**config.mk**
```make
export PLATFORM = sky130hd
export DESIGN_NAME = qau_sqrt
export DESIGN_NICKNAME = d
export VERILOG_FILES = /design/src/design/qau_pkg.sv /design/src/design/qau_sqrt.sv
export SDC_FILE = /design/constraint.sdc
export NUM_CORES = 1
export LEC_CHECK = 0
export ABC_CLOCK_PERIOD_IN_PS = 12000
export BUFFER_PORTS_ARGS = -buffer_cell sky130_fd_sc_hd__buf_2
export CORE_MARGIN = 2
export CORE_UTILIZATION = 30
export DETAILED_ROUTE_END_ITERATION = 6
export PLACE_DENSITY = 0.49
export SLEW_MARGIN = 10
export SYNTH_ARGS = -nofsm -noshare
export SYNTH_HDL_FRONTEND = slang
export SYNTH_SLANG_ARGS = --single-unit
```
**constraint.sdc**
```tcl
create_clock -name clk -period 12 [get_ports clk]
set_input_delay 1.8 -clock clk [delete_from_list [all_inputs] [get_ports clk]]
set_output_delay 1.8 -clock clk [all_outputs]
set_load 0.005 [all_outputs]
```
**src/design/qau_pkg.sv**
```systemverilog
// Shared widths, codes, item type and saturation helper for the quaternion unit.
// No dependencies; used by every design module and the checker.
package qau_pkg;

  localparam int WORD_BITS      = 16;
  localparam int FRAC_BITS      = 12;
  localparam int LANES          = 4;
  localparam int PROD_BITS      = 2 * WORD_BITS;
  localparam int SUM_BITS       = PROD_BITS + 2;
  localparam int RND_BITS       = SUM_BITS - FRAC_BITS;
  localparam int RAD_BITS       = SUM_BITS;
  localparam int ROOT_BITS      = RAD_BITS / 2;
  localparam int REM_BITS       = ROOT_BITS + 3;
  localparam int LEN_BITS       = ROOT_BITS + 1;
  localparam int NUM_BITS       = WORD_BITS + FRAC_BITS;
  localparam int DREM_BITS      = LEN_BITS + 1;
  localparam int SQRT_PER_STAGE = 2;
  localparam int SQRT_STAGES    = (ROOT_BITS + SQRT_PER_STAGE - 1) / SQRT_PER_STAGE;
  localparam int DIV_PER_STAGE  = 4;
  localparam int DIV_STAGES     = (NUM_BITS + DIV_PER_STAGE - 1) / DIV_PER_STAGE;

  localparam logic signed [SUM_BITS-1:0] WORD_MAX =
    SUM_BITS'((longint'(1) << (WORD_BITS - 1)) - 1);
  localparam logic signed [SUM_BITS-1:0] WORD_MIN = -WORD_MAX - SUM_BITS'(1);
  localparam logic signed [SUM_BITS-1:0] RND_HALF =
    SUM_BITS'(longint'(1) << (FRAC_BITS - 1));
  localparam logic [LEN_BITS-1:0] MAG_MAX = LEN_BITS'((longint'(1) << WORD_BITS) - 1);

  localparam logic [1:0] ST_OK   = 2'd0;
  localparam logic [1:0] ST_ZERO = 2'd1;
  localparam logic [1:0] ST_SAT  = 2'd2;

  typedef enum logic [1:0] {
    OP_QMUL = 2'd0,
    OP_VMUL = 2'd1,
    OP_NORM = 2'd2,
    OP_CONJ = 2'd3
  } op_t;

  typedef struct packed {
    op_t                              op;
    logic [LANES-1:0]                 neg;
    logic [LANES-1:0][WORD_BITS-1:0]  mag_a;
    logic [LANES-1:0][WORD_BITS-1:0]  r;
    logic                             sat;
    logic                             zl;
  } item_t;

  typedef struct packed {
    logic [WORD_BITS-1:0] w;
    logic                 sat;
  } sat_t;

  function automatic sat_t sat_word(input logic signed [SUM_BITS-1:0] v);
    sat_t s;
    if (v > WORD_MAX) begin
      s.w   = WORD_MAX[WORD_BITS-1:0];
      s.sat = 1'b1;
    end else if (v < WORD_MIN) begin
      s.w   = WORD_MIN[WORD_BITS-1:0];
      s.sat = 1'b1;
    end else begin
      s.w   = v[WORD_BITS-1:0];
      s.sat = 1'b0;
    end
    return s;
  endfunction

endpackage

```
**src/design/qau_sqrt.sv**
```systemverilog
// Pipelined rounded integer square root, two root bits per stage, item carried along.
// Depends on qau_pkg.
module qau_sqrt (
  input  logic                           clk,
  input  logic                           rst_n,
  input  logic                           en,
  input  logic                           in_v,
  input  logic [qau_pkg::RAD_BITS-1:0]   in_rad,
  input  qau_pkg::item_t                 in_item,
  output logic                           out_v,
  output logic [qau_pkg::LEN_BITS-1:0]   out_root,
  output qau_pkg::item_t                 out_item
);

  localparam int LAST = qau_pkg::SQRT_STAGES - 1;

  typedef struct packed {
    logic [qau_pkg::RAD_BITS-1:0]  rad;
    logic [qau_pkg::REM_BITS-1:0]  rem;
    logic [qau_pkg::ROOT_BITS-1:0] root;
  } sq_st_t;

  sq_st_t         st_r [qau_pkg::SQRT_STAGES];
  logic           v_r  [qau_pkg::SQRT_STAGES];
  qau_pkg::item_t it_r [qau_pkg::SQRT_STAGES];

  function automatic sq_st_t sq_step(input sq_st_t s);
    sq_st_t                       t;
    logic [qau_pkg::REM_BITS-1:0] rem2;
    logic [qau_pkg::REM_BITS-1:0] trial;
    rem2  = {s.rem[qau_pkg::REM_BITS-3:0], s.rad[qau_pkg::RAD_BITS-1 -: 2]};
    trial = qau_pkg::REM_BITS'({s.root, 2'b01});
    t.rad = {s.rad[qau_pkg::RAD_BITS-3:0], 2'b00};
    if (rem2 >= trial) begin
      t.rem  = rem2 - trial;
      t.root = {s.root[qau_pkg::ROOT_BITS-2:0], 1'b1};
    end else begin
      t.rem  = rem2;
      t.root = {s.root[qau_pkg::ROOT_BITS-2:0], 1'b0};
    end
    return t;
  endfunction

  for (genvar s = 0; s < qau_pkg::SQRT_STAGES; s++) begin : g_stage
    sq_st_t         cur;
    logic           cur_v;
    qau_pkg::item_t cur_it;
    sq_st_t         st_nxt;

    if (s == 0) begin : g_first
      assign cur    = '{rad: in_rad, rem: '0, root: '0};
      assign cur_v  = in_v;
      assign cur_it = in_item;
    end else begin : g_next
      assign cur    = st_r[s-1];
      assign cur_v  = v_r[s-1];
      assign cur_it = it_r[s-1];
    end

    always_comb begin
      st_nxt = cur;
      for (int j = 0; j < qau_pkg::SQRT_PER_STAGE; j++) begin
        if (s * qau_pkg::SQRT_PER_STAGE + j < qau_pkg::ROOT_BITS) begin
          st_nxt = sq_step(st_nxt);
        end
      end
    end

    always_ff @(posedge clk) begin
      if (!rst_n) begin
        v_r[s] <= 1'b0;
      end else if (en) begin
        v_r[s] <= cur_v;
      end
    end

    always_ff @(posedge clk) begin
      if (en) begin
        st_r[s] <= st_nxt;
        it_r[s] <= cur_it;
      end
    end
  end

  assign out_v    = v_r[LAST];
  assign out_item = it_r[LAST];
  assign out_root = (st_r[LAST].rem > qau_pkg::REM_BITS'(st_r[LAST].root)) ?
                    qau_pkg::LEN_BITS'(st_r[LAST].root) + qau_pkg::LEN_BITS'(1) :
                    qau_pkg::LEN_BITS'(st_r[LAST].root);

endmodule

```
==> flow_summary_export.csv, run 1 <==
group,metric,value,unit
layout,postLayoutCellArea,71360,sq um
clocking,cts.repair.resized,0,
timing,finalCriticalPeriod,7.174,ns
global_routing,grt_pass1_wl,164.0,mm
floorplanning,rows,165,
worst_setup_path,critPathMaxFanout,24,
clocking,cts_buffer_depth,3,
yosys,async_reset_ff_share,0,%
detailed_routing,drt_wl_total,106.8,mm
timing,rsz0062_at_grt,"no",
global_routing,grt_pass1_vias,29120,
layout,nFillCells,19180,
timing,hold_ws,0.3978,ns
global_routing,overflow,0,
yosys,synth-seq-cells,1606,
yosys,synthCells,3515,
timing,fin_ws,4.826,ns
placement,io_buffers,328,
worst_setup_path,slowest_stage,"a2111oi_0",
floorplanning,core,201900,sq um
floorplanning,ioPinCount,329,
flow_run,cap_violations,0,
pwr,cellPowerDensity,202.4,nW/um^2
timing,tightest_slew,1.132,ns
floorplanning,die-area,206400,sq um
clocking,clkTransAtPathRegs,0.06,ns
floorplanning,dieHeight,454.3,um
worst_hold_path,whs_endpoint,"it_r[0][1108]$_DFFE_PP_",
layout,multi_input_area,11820,sq um
detailed_routing,wl_per_cell,15.70,um
layout,regArea,48220,sq um
placement,gp_congestion,0.8237,
timing,hold_viol_final,0,
timing,fmax,139.4,MHz
pwr,irDropWorstVdd,0.1349,mV
worst_setup_path,path_class,"flop to flop",
detailed_routing,first_pass_iters,7,
global_routing,grt_max_degree,172,
pwr,leakagePower,25.71,nW
worst_hold_path,whs_path_depth,0,
clocking,cts_tree,"yes",
clocking,postCtsHoldBufs,0,
worst_hold_path,hp-class,"flop to flop",
worst_setup_path,end_kind,"flop",
layout,nNetsFinal,4352,
pwr,power,0.01444,W
worst_hold_path,worstHoldStart,"it_r[0][972]$_DFFE_PP_",
floorplanning,initial_utilization,30.13,%
clocking,cts_setup_buffers,0,
layout,syn2layout_area_growth,17.31,%
placement,place_area,65910,sq um
detailed_routing,first_iter_violations,2319,
yosys,yosysWarnings,0,
clocking,clk_latency,0.81,ns
detailed_routing,drcViolationCount,0,
worst_setup_path,crit_path_start_kind,"flop",
worst_setup_path,rr_endpoint,"st_r[3][102]$_DFFE_PP_",
global_routing,antenna_found_initial,26,
yosys,synth_edf_count,1605,
worst_setup_path,arrival,7.70,ns
detailed_routing,ant_nets,0,
detailed_routing,vias,29630,
clocking,root_buffer,"clkbuf_16",
floorplanning,dieWidth,454.3,um
timing,maxSlewViolCount,0,
layout,drive_gt1_share,15.99,%
timing,maxSlewHeadroom,23.54,%
clocking,clock_sinks,1606,
yosys,synth_cell_types,88,
placement,hpwl,70.52,mm
timing,fin_tns_setup,0,ns
worst_setup_path,regToRegSetupSlack,4.83,ns
worst_setup_path,crit_chain,"inv_1, ha_1, a21oi_1, o21ai_0, a2111oi_0, nand2_1, inv_1, nor2_1, nor2_1, ha_1, a21oi_1, o21ai_0, a21oi_1, and3_1, o31ai_1, nand3_1, nand4b_1, o21ai_0, and2_1, inv_1, mux2_2",
timing,finalClockSkew,0.04808,ns
timing,setup_viol,0,
global_routing,grtUsageTotal,10.15,%
yosys,synthFlopType,"edfxtp_1",
run_status,status,"complete, no violations",
clocking,ctsHtreeMaxLevel,4,
yosys,avgSynthCellArea,17.31,sq um
worst_setup_path,worstPathRequired,12.52,ns
worst_setup_path,crit_path_max_incr_delay,1.01,ns
detailed_routing,via_per_inst,4.355,
yosys,synthesis.area,60830,sq um
worst_setup_path,reg2reg_depth,21,
placement,pre_cts_ws,4.789,ns
timing,fin_crit_sh,59.78,%
worst_setup_path,r2r_start,"st_r[3][9]$_DFFE_PP_",
yosys,seq_area_frac_synth,79.26,%
clocking,cts_made_buffers,171,
==> state kept, by name, summed over array words and instances, names as in the netlist <==
register,count
it_r,1224
st_r,373
v_r,9
==> cell usage after synthesis, types with 40 or more instances <==
cell	number	area (sq um)
a21o_1	52	390.4
a21oi_1	174	870.8
edfxtp_1	1605	48200
ha_1	187	2340
inv_1	164	615.6
nand2_1	166	623.1
nand3_1	54	270.3
nand4_1	40	250.2
nor2_1	173	649.4
nor3_1	49	245.2
o21ai_0	110	550.5
xnor2_1	127	1112
xor2_1	86	753.2
==> worst max-delay path: cells and delay by family, from the launching register on <==
family | cells | cell delay (ns)
AO/OA/AOI/OAI | 8 | 2.56
AND/OR/NAND/NOR | 7 | 1.91
buffers and inverters | 3 | 0.99
adder cells (fa/ha/maj) | 2 | 0.73
flip-flops | 1 | 0.36
multiplexers | 1 | 0.36
==> worst max path at each step <==
stage                                from                      to  slack (ns)  cells after the start
detailed placement   st_r[3][9]$_DFFE_PP_   st_r[3][91]$_DFFE_PP_        4.79                     21
finish               st_r[3][9]$_DFFE_PP_  st_r[3][102]$_DFFE_PP_        4.83                     21
global placement     st_r[3][9]$_DFFE_PP_   st_r[3][96]$_DFFE_PP_        5.00                     21
CTS                  st_r[3][9]$_DFFE_PP_  st_r[3][102]$_DFFE_PP_        4.78                     21
global route         st_r[3][9]$_DFFE_PP_  st_r[3][102]$_DFFE_PP_        4.15                     21
floorplan           st_r[2][97]$_DFFE_PP_   st_r[3][24]$_DFFE_PP_        6.71                     19
==> where the power goes <==
group          internal [W]  leakage [nW]  switching (W)
Combinational      0.000965          7.45        0.00137
Clock               0.00290          2.62        0.00215
Sequential          0.00684          15.6       0.000221
==> routing by layer <==
metal | wire (um) | GRT usage [%]
met5 | 48 | 0
met4 | 3344 | 3.886
met3 | 4550 | 2.558
met2 | 52730 | 16.94
met1 | 46140 | 12.66
==> metrics by stage <==
| stage | utilization, % | cells |
|---|---|---|
| CTS | 35.34 | 6799 |
| floorplan | - | 3516 |
| finish | 35.34 | 6803 |
| global placement | 32.64 | 6490 |
| global route | 35.34 | 6801 |
| detailed placement | 32.64 | 6490 |
==> cell type report <==
type | count | share of cell area, %
flip-flops and latches | 1606 | 67.57
multi-input cells | 1696 | 16.56
clock buffers | 209 | 6.256
well taps | 2672 | 4.685
repair buffers | 345 | 2.641
clock inverters | 100 | 1.369
inverters | 171 | 0.9100
diodes | 4 | 0.01403
==> cell families (layout without fill, tap and decap cells) <==
kind of cell | count (synthesis) | in the layout | share of synthesized area [%]
flops | 1606 | 1606 | 79.26
buf+inv | 214 | 825 | 1.355
fa+ha+maj | 187 | 187 | 3.846
compound gates | 524 | 524 | 5.438
other cells | 1 | 6 | 0.006165
mux | 54 | 54 | 0.9585
simple gates | 716 | 716 | 6.064
xor+xnor | 213 | 213 | 3.067
==> cells in the final DEF (no fill, tap or decap), types with 14 or more instances in the layout <==
master,n
edfxtp_1,1605
buf_2,327
ha_1,187
a21oi_1,173
nor2_1,173
clkbuf_16,173
nand2_1,166
inv_1,164
xnor2_1,127
o21ai_0,110
xor2_1,86
nand3_1,54
a21o_1,52
nor3_1,49
clkinv_1,44
nand4_1,40
clkbuf_1,36
nor4_1,35
mux2_2,34
nand2b_1,30
o21a_1,28
and3_1,26
nor2b_1,23
clkinv_2,22
or3_1,20
mux2i_1,20
or2_2,19
a211oi_1,18
a31oi_1,18
o21bai_1,17
and2_1,14
o31ai_1,14
Power figures use the tool's default switching activity.
==> run 2: changes to the inputs <==
--- a/config.mk
+++ b/config.mk
@@ -5,12 +5,13 @@
 export SDC_FILE = /design/constraint.sdc
 export NUM_CORES = 1
 export LEC_CHECK = 0
-export ABC_CLOCK_PERIOD_IN_PS = 12000
+export ABC_AREA = 1
+export ABC_CLOCK_PERIOD_IN_PS = 6500
 export BUFFER_PORTS_ARGS = -buffer_cell sky130_fd_sc_hd__buf_2
 export CORE_MARGIN = 2
 export CORE_UTILIZATION = 30
 export DETAILED_ROUTE_END_ITERATION = 6
-export PLACE_DENSITY = 0.49
+export PLACE_DENSITY = 0.5
 export SLEW_MARGIN = 10
 export SYNTH_ARGS = -nofsm -noshare
 export SYNTH_HDL_FRONTEND = slang
==> constraint.sdc (replaced) <==
create_clock -name clk -period 6.5 [get_ports clk]
set_input_delay 0.975 -clock clk [delete_from_list [all_inputs] [get_ports clk]]
set_output_delay 0.975 -clock clk [all_outputs]
set_load 0.005 [all_outputs]
==> flow_summary_export.csv, run 2 <==
group,metric,value,unit
floorplanning,dieHeight,464.7,um
floorplanning,core,211500,sq um
placement,dp_cells,7736,
floorplanning,initial_utilization,30.11,%
yosys,yosysWarnings,0,
placement,place_area,68930,sq um
placement,hpwl,87.82,mm
yosys,synthFlopType,"edfxtp_1",
run_status,status,"complete, no violations",
floorplanning,dieWidth,464.7,um
layout,nNetsFinal,5456,
worst_setup_path,worstPathRequired,7.07,ns
detailed_routing,ant_nets,0,
timing,fin_tns_setup,0,ns
clocking,clock_sinks,1606,
floorplanning,ioPinCount,329,
pwr,power_frac_clock,36.1,%
layout,finalNonFillerCells,8068,
flow_run,cap_violations,0,
yosys,yosys-top-cells-count,"1605 x edfxtp_1, 976 x nand2_1, 501 x inv_1",
yosys,synth.most_common_cell,"edfxtp_1",
yosys,synthesis.area,63670,sq um
timing,rsz0062_at_grt,"no",
pwr,power_frac_seq,46.3,%
layout,drive_gt1_share,14.43,%
pwr,irDropWorstVdd,0.2920,mV
yosys,synth_cell_types,62,
timing,hold_viol_final,0,
clocking,clkTransAtPathRegs,0.06,ns
detailed_routing,drt_wl_total,126.6,mm
yosys,synth-seq-cells,1606,
pwr,p_int,0.02020,W
layout,largest_register,"it_r",
worst_setup_path,path_class,"flop to flop",
timing,finalCriticalPeriod,4.861,ns
layout,largest_reg_flops,1224,
pwr,p_sw,0.007819,W
pwr,p_comb_share,17.6,%
detailed_routing,first_pass_iters,5,
global_routing,overflow,0,
worst_hold_path,hp-class,"primary input to flop",
layout,reg_top3,"it_r: 1224 flops, st_r: 373 flops, v_r: 9 flops",
pwr,leakagePower,29.18,nW
timing,fin_crit_sh,74.78,%
clocking,root_buffer,"clkbuf_16",
clocking,ctsHtreeMaxLevel,4,
global_routing,grt_pass1_wl,194.1,mm
detailed_routing,via_per_inst,4.276,
yosys,async_reset_ff_share,0,%
placement,io_buffers,328,
layout,postLayoutCellArea,74890,sq um
clocking,clk_latency,0.83,ns
pwr,cellPowerDensity,374.1,nW/um^2
worst_setup_path,end_kind,"flop",
yosys,synthCells,4598,
clocking,cts.repair.resized,0,
timing,tightest_slew,1.017,ns
clocking,cts_setup_buffers,0,
yosys,seq_area_frac_synth,75.72,%
timing,maxSlewViolCount,0,
detailed_routing,vias,34500,
clocking,postCtsHoldBufs,0,
global_routing,grtUsageTotal,11.52,%
yosys,avgSynthCellArea,13.85,sq um
floorplanning,die-area,215900,sq um
placement,gp_congestion,0.8332,
yosys,synth_top_area_share,75.69,%
layout,final_cell_mix,"1605 x edfxtp_1, 976 x nand2_1, 501 x inv_1, 327 x buf_2, 268 x nor2_1",
pwr,p_sw_share,27.91,%
floorplanning,rows,169,
timing,fmax,205.7,MHz
clocking,cts_made_buffers,178,
yosys,synthTopCellsByArea,"edfxtp_1 76%, nand2_1 5.8%, ha_1 3.7%",
timing,finalClockSkew,0.04106,ns
pwr,power,0.02802,W
global_routing,antenna_found_initial,12,
detailed_routing,drcViolationCount,0,
yosys,synth_edf_count,1605,
clocking,cts_tree,"yes",
worst_setup_path,crit_path_start_kind,"flop",
timing,setup_viol,0,
detailed_routing,first_iter_violations,2412,
global_routing,grt_pass1_vias,34310,
timing,maxSlewHeadroom,32.20,%
global_routing,grt_max_degree,186,
layout,final_common_cell,"edfxtp_1",
clocking,cts_buffer_depth,3,
worst_setup_path,arrival,5.43,ns
worst_setup_path,critPathMaxFanout,14,
yosys,synth_top_area_cell,"edfxtp_1",
layout,syn2layout_area_growth,17.62,%
detailed_routing,wl_per_cell,15.69,um
[run 2: changes by cell type in the layout (fill, tap and decap cells not counted), sizes merged, moves of 33 or more]
| cell | before | now |
|---|---|---|
| inv | 174 | 531 |
| nand2 | 166 | 1009 |
| o21ai | 112 | 160 |
| mux2 | 34 | 1 |
| a21o | 52 | 4 |
| nand3 | 55 | 245 |
| xnor2 | 127 | 41 |
| nor2 | 174 | 304 |
[run 2: power by group through the flow]
stage               sequential (W)  combinational [W]  clock [W]
finish                      0.0130            0.00492     0.0101
global route                0.0131            0.00562     0.0109
CTS                         0.0130            0.00496     0.0106
detailed placement          0.0132            0.00494          0
global placement            0.0132            0.00497          0
floorplan                   0.0130            0.00346          0
[run 2: path summary, 6_finish.rpt]
path | depth (start not counted) | slack, ns | end | start
setup / recovery | 22 | 1.64 | st_r[3][88]$_DFFE_PP_ | st_r[3][12]$_DFFE_PP_
hold / removal | 1 | 0.32 | it_r[0][93]$_DFFE_PP_ | in_item[93]
setup reg to reg | 22 | 1.64 | st_r[3][88]$_DFFE_PP_ | st_r[3][12]$_DFFE_PP_
hold reg to reg | 0 | 0.39 | it_r[0][705]$_DFFE_PP_ | it_r[0][569]$_DFFE_PP_
[run 2: per-stage QoR]
step           worst slack [ns]  hold slack [ns]  utilization [%]
2_1_floorplan             2.811           0.4003                -
3_3_place_gp              1.590           0.4002            32.60
3_5_place_dp              1.637           0.4045            32.60
4_1_cts                   1.630           0.1987            35.42
5_1_grt                   1.195           0.2392            35.42
6_report                  1.639           0.3207            35.42
[run 2: layout make-up]
type                            count  area (sq um)
Sequential cell                  1606         48220
Tap cell                         2821          3530
Clock buffer                      212          4646
Multi-Input combinational cell   2434         13250
Fill cell                       20570        136600
Antenna cell                        1         2.502
Timing Repair Buffer              354          1977
Inverter                          521          1959
Clock inverter                    119          1311
[run 2: critical path, cell delays in order (launching register included)]
cell	delay [ns]
edfxtp_1	0.39
inv_1	0.16
ha_1	0.31
nand2_1	0.10
inv_1	0.04
nand2_1	0.06
nand2_1	0.06
a21oi_1	0.25
nand3_1	0.51
inv_1	0.21
buf_4	0.20
o21ai_0	0.15
ha_1	0.40
nand2_1	0.15
nor4_1	0.52
nand4_1	0.14
o21ai_0	0.19
nand3_1	0.09
nand2_1	0.08
inv_1	0.04
nand2_2	0.18
buf_4	0.25
o21ai_0	0.10
[run 2: logic make-up (layout without fill, tap and decap cells)]
| logic type | Yosys count | after routing | synth area share, % |
|---|---|---|---|
| buffers and inverters | 559 | 1206 | 3.470 |
| multiplexers | 1 | 1 | 0.01768 |
| AND/OR/NAND/NOR | 1705 | 1705 | 11.69 |
| flip-flops | 1606 | 1606 | 75.72 |
| other | 1 | 3 | 0.005889 |
| adder cells (fa/ha/maj) | 187 | 187 | 3.675 |
| AO/OA/AOI/OAI | 390 | 390 | 3.345 |
| XOR/XNOR | 149 | 149 | 2.073 |
[run 2: per-layer routing]
metal / vias up / wire (um) / GRT usage [%]
met5: - / 0 / 0
met4: 0 / 4164 / 4.383
met3: 259 / 5849 / 2.641
met2: 664 / 60010 / 18.89
met1: 16370 / 56530 / 14.79
li1: 17200 / - / -
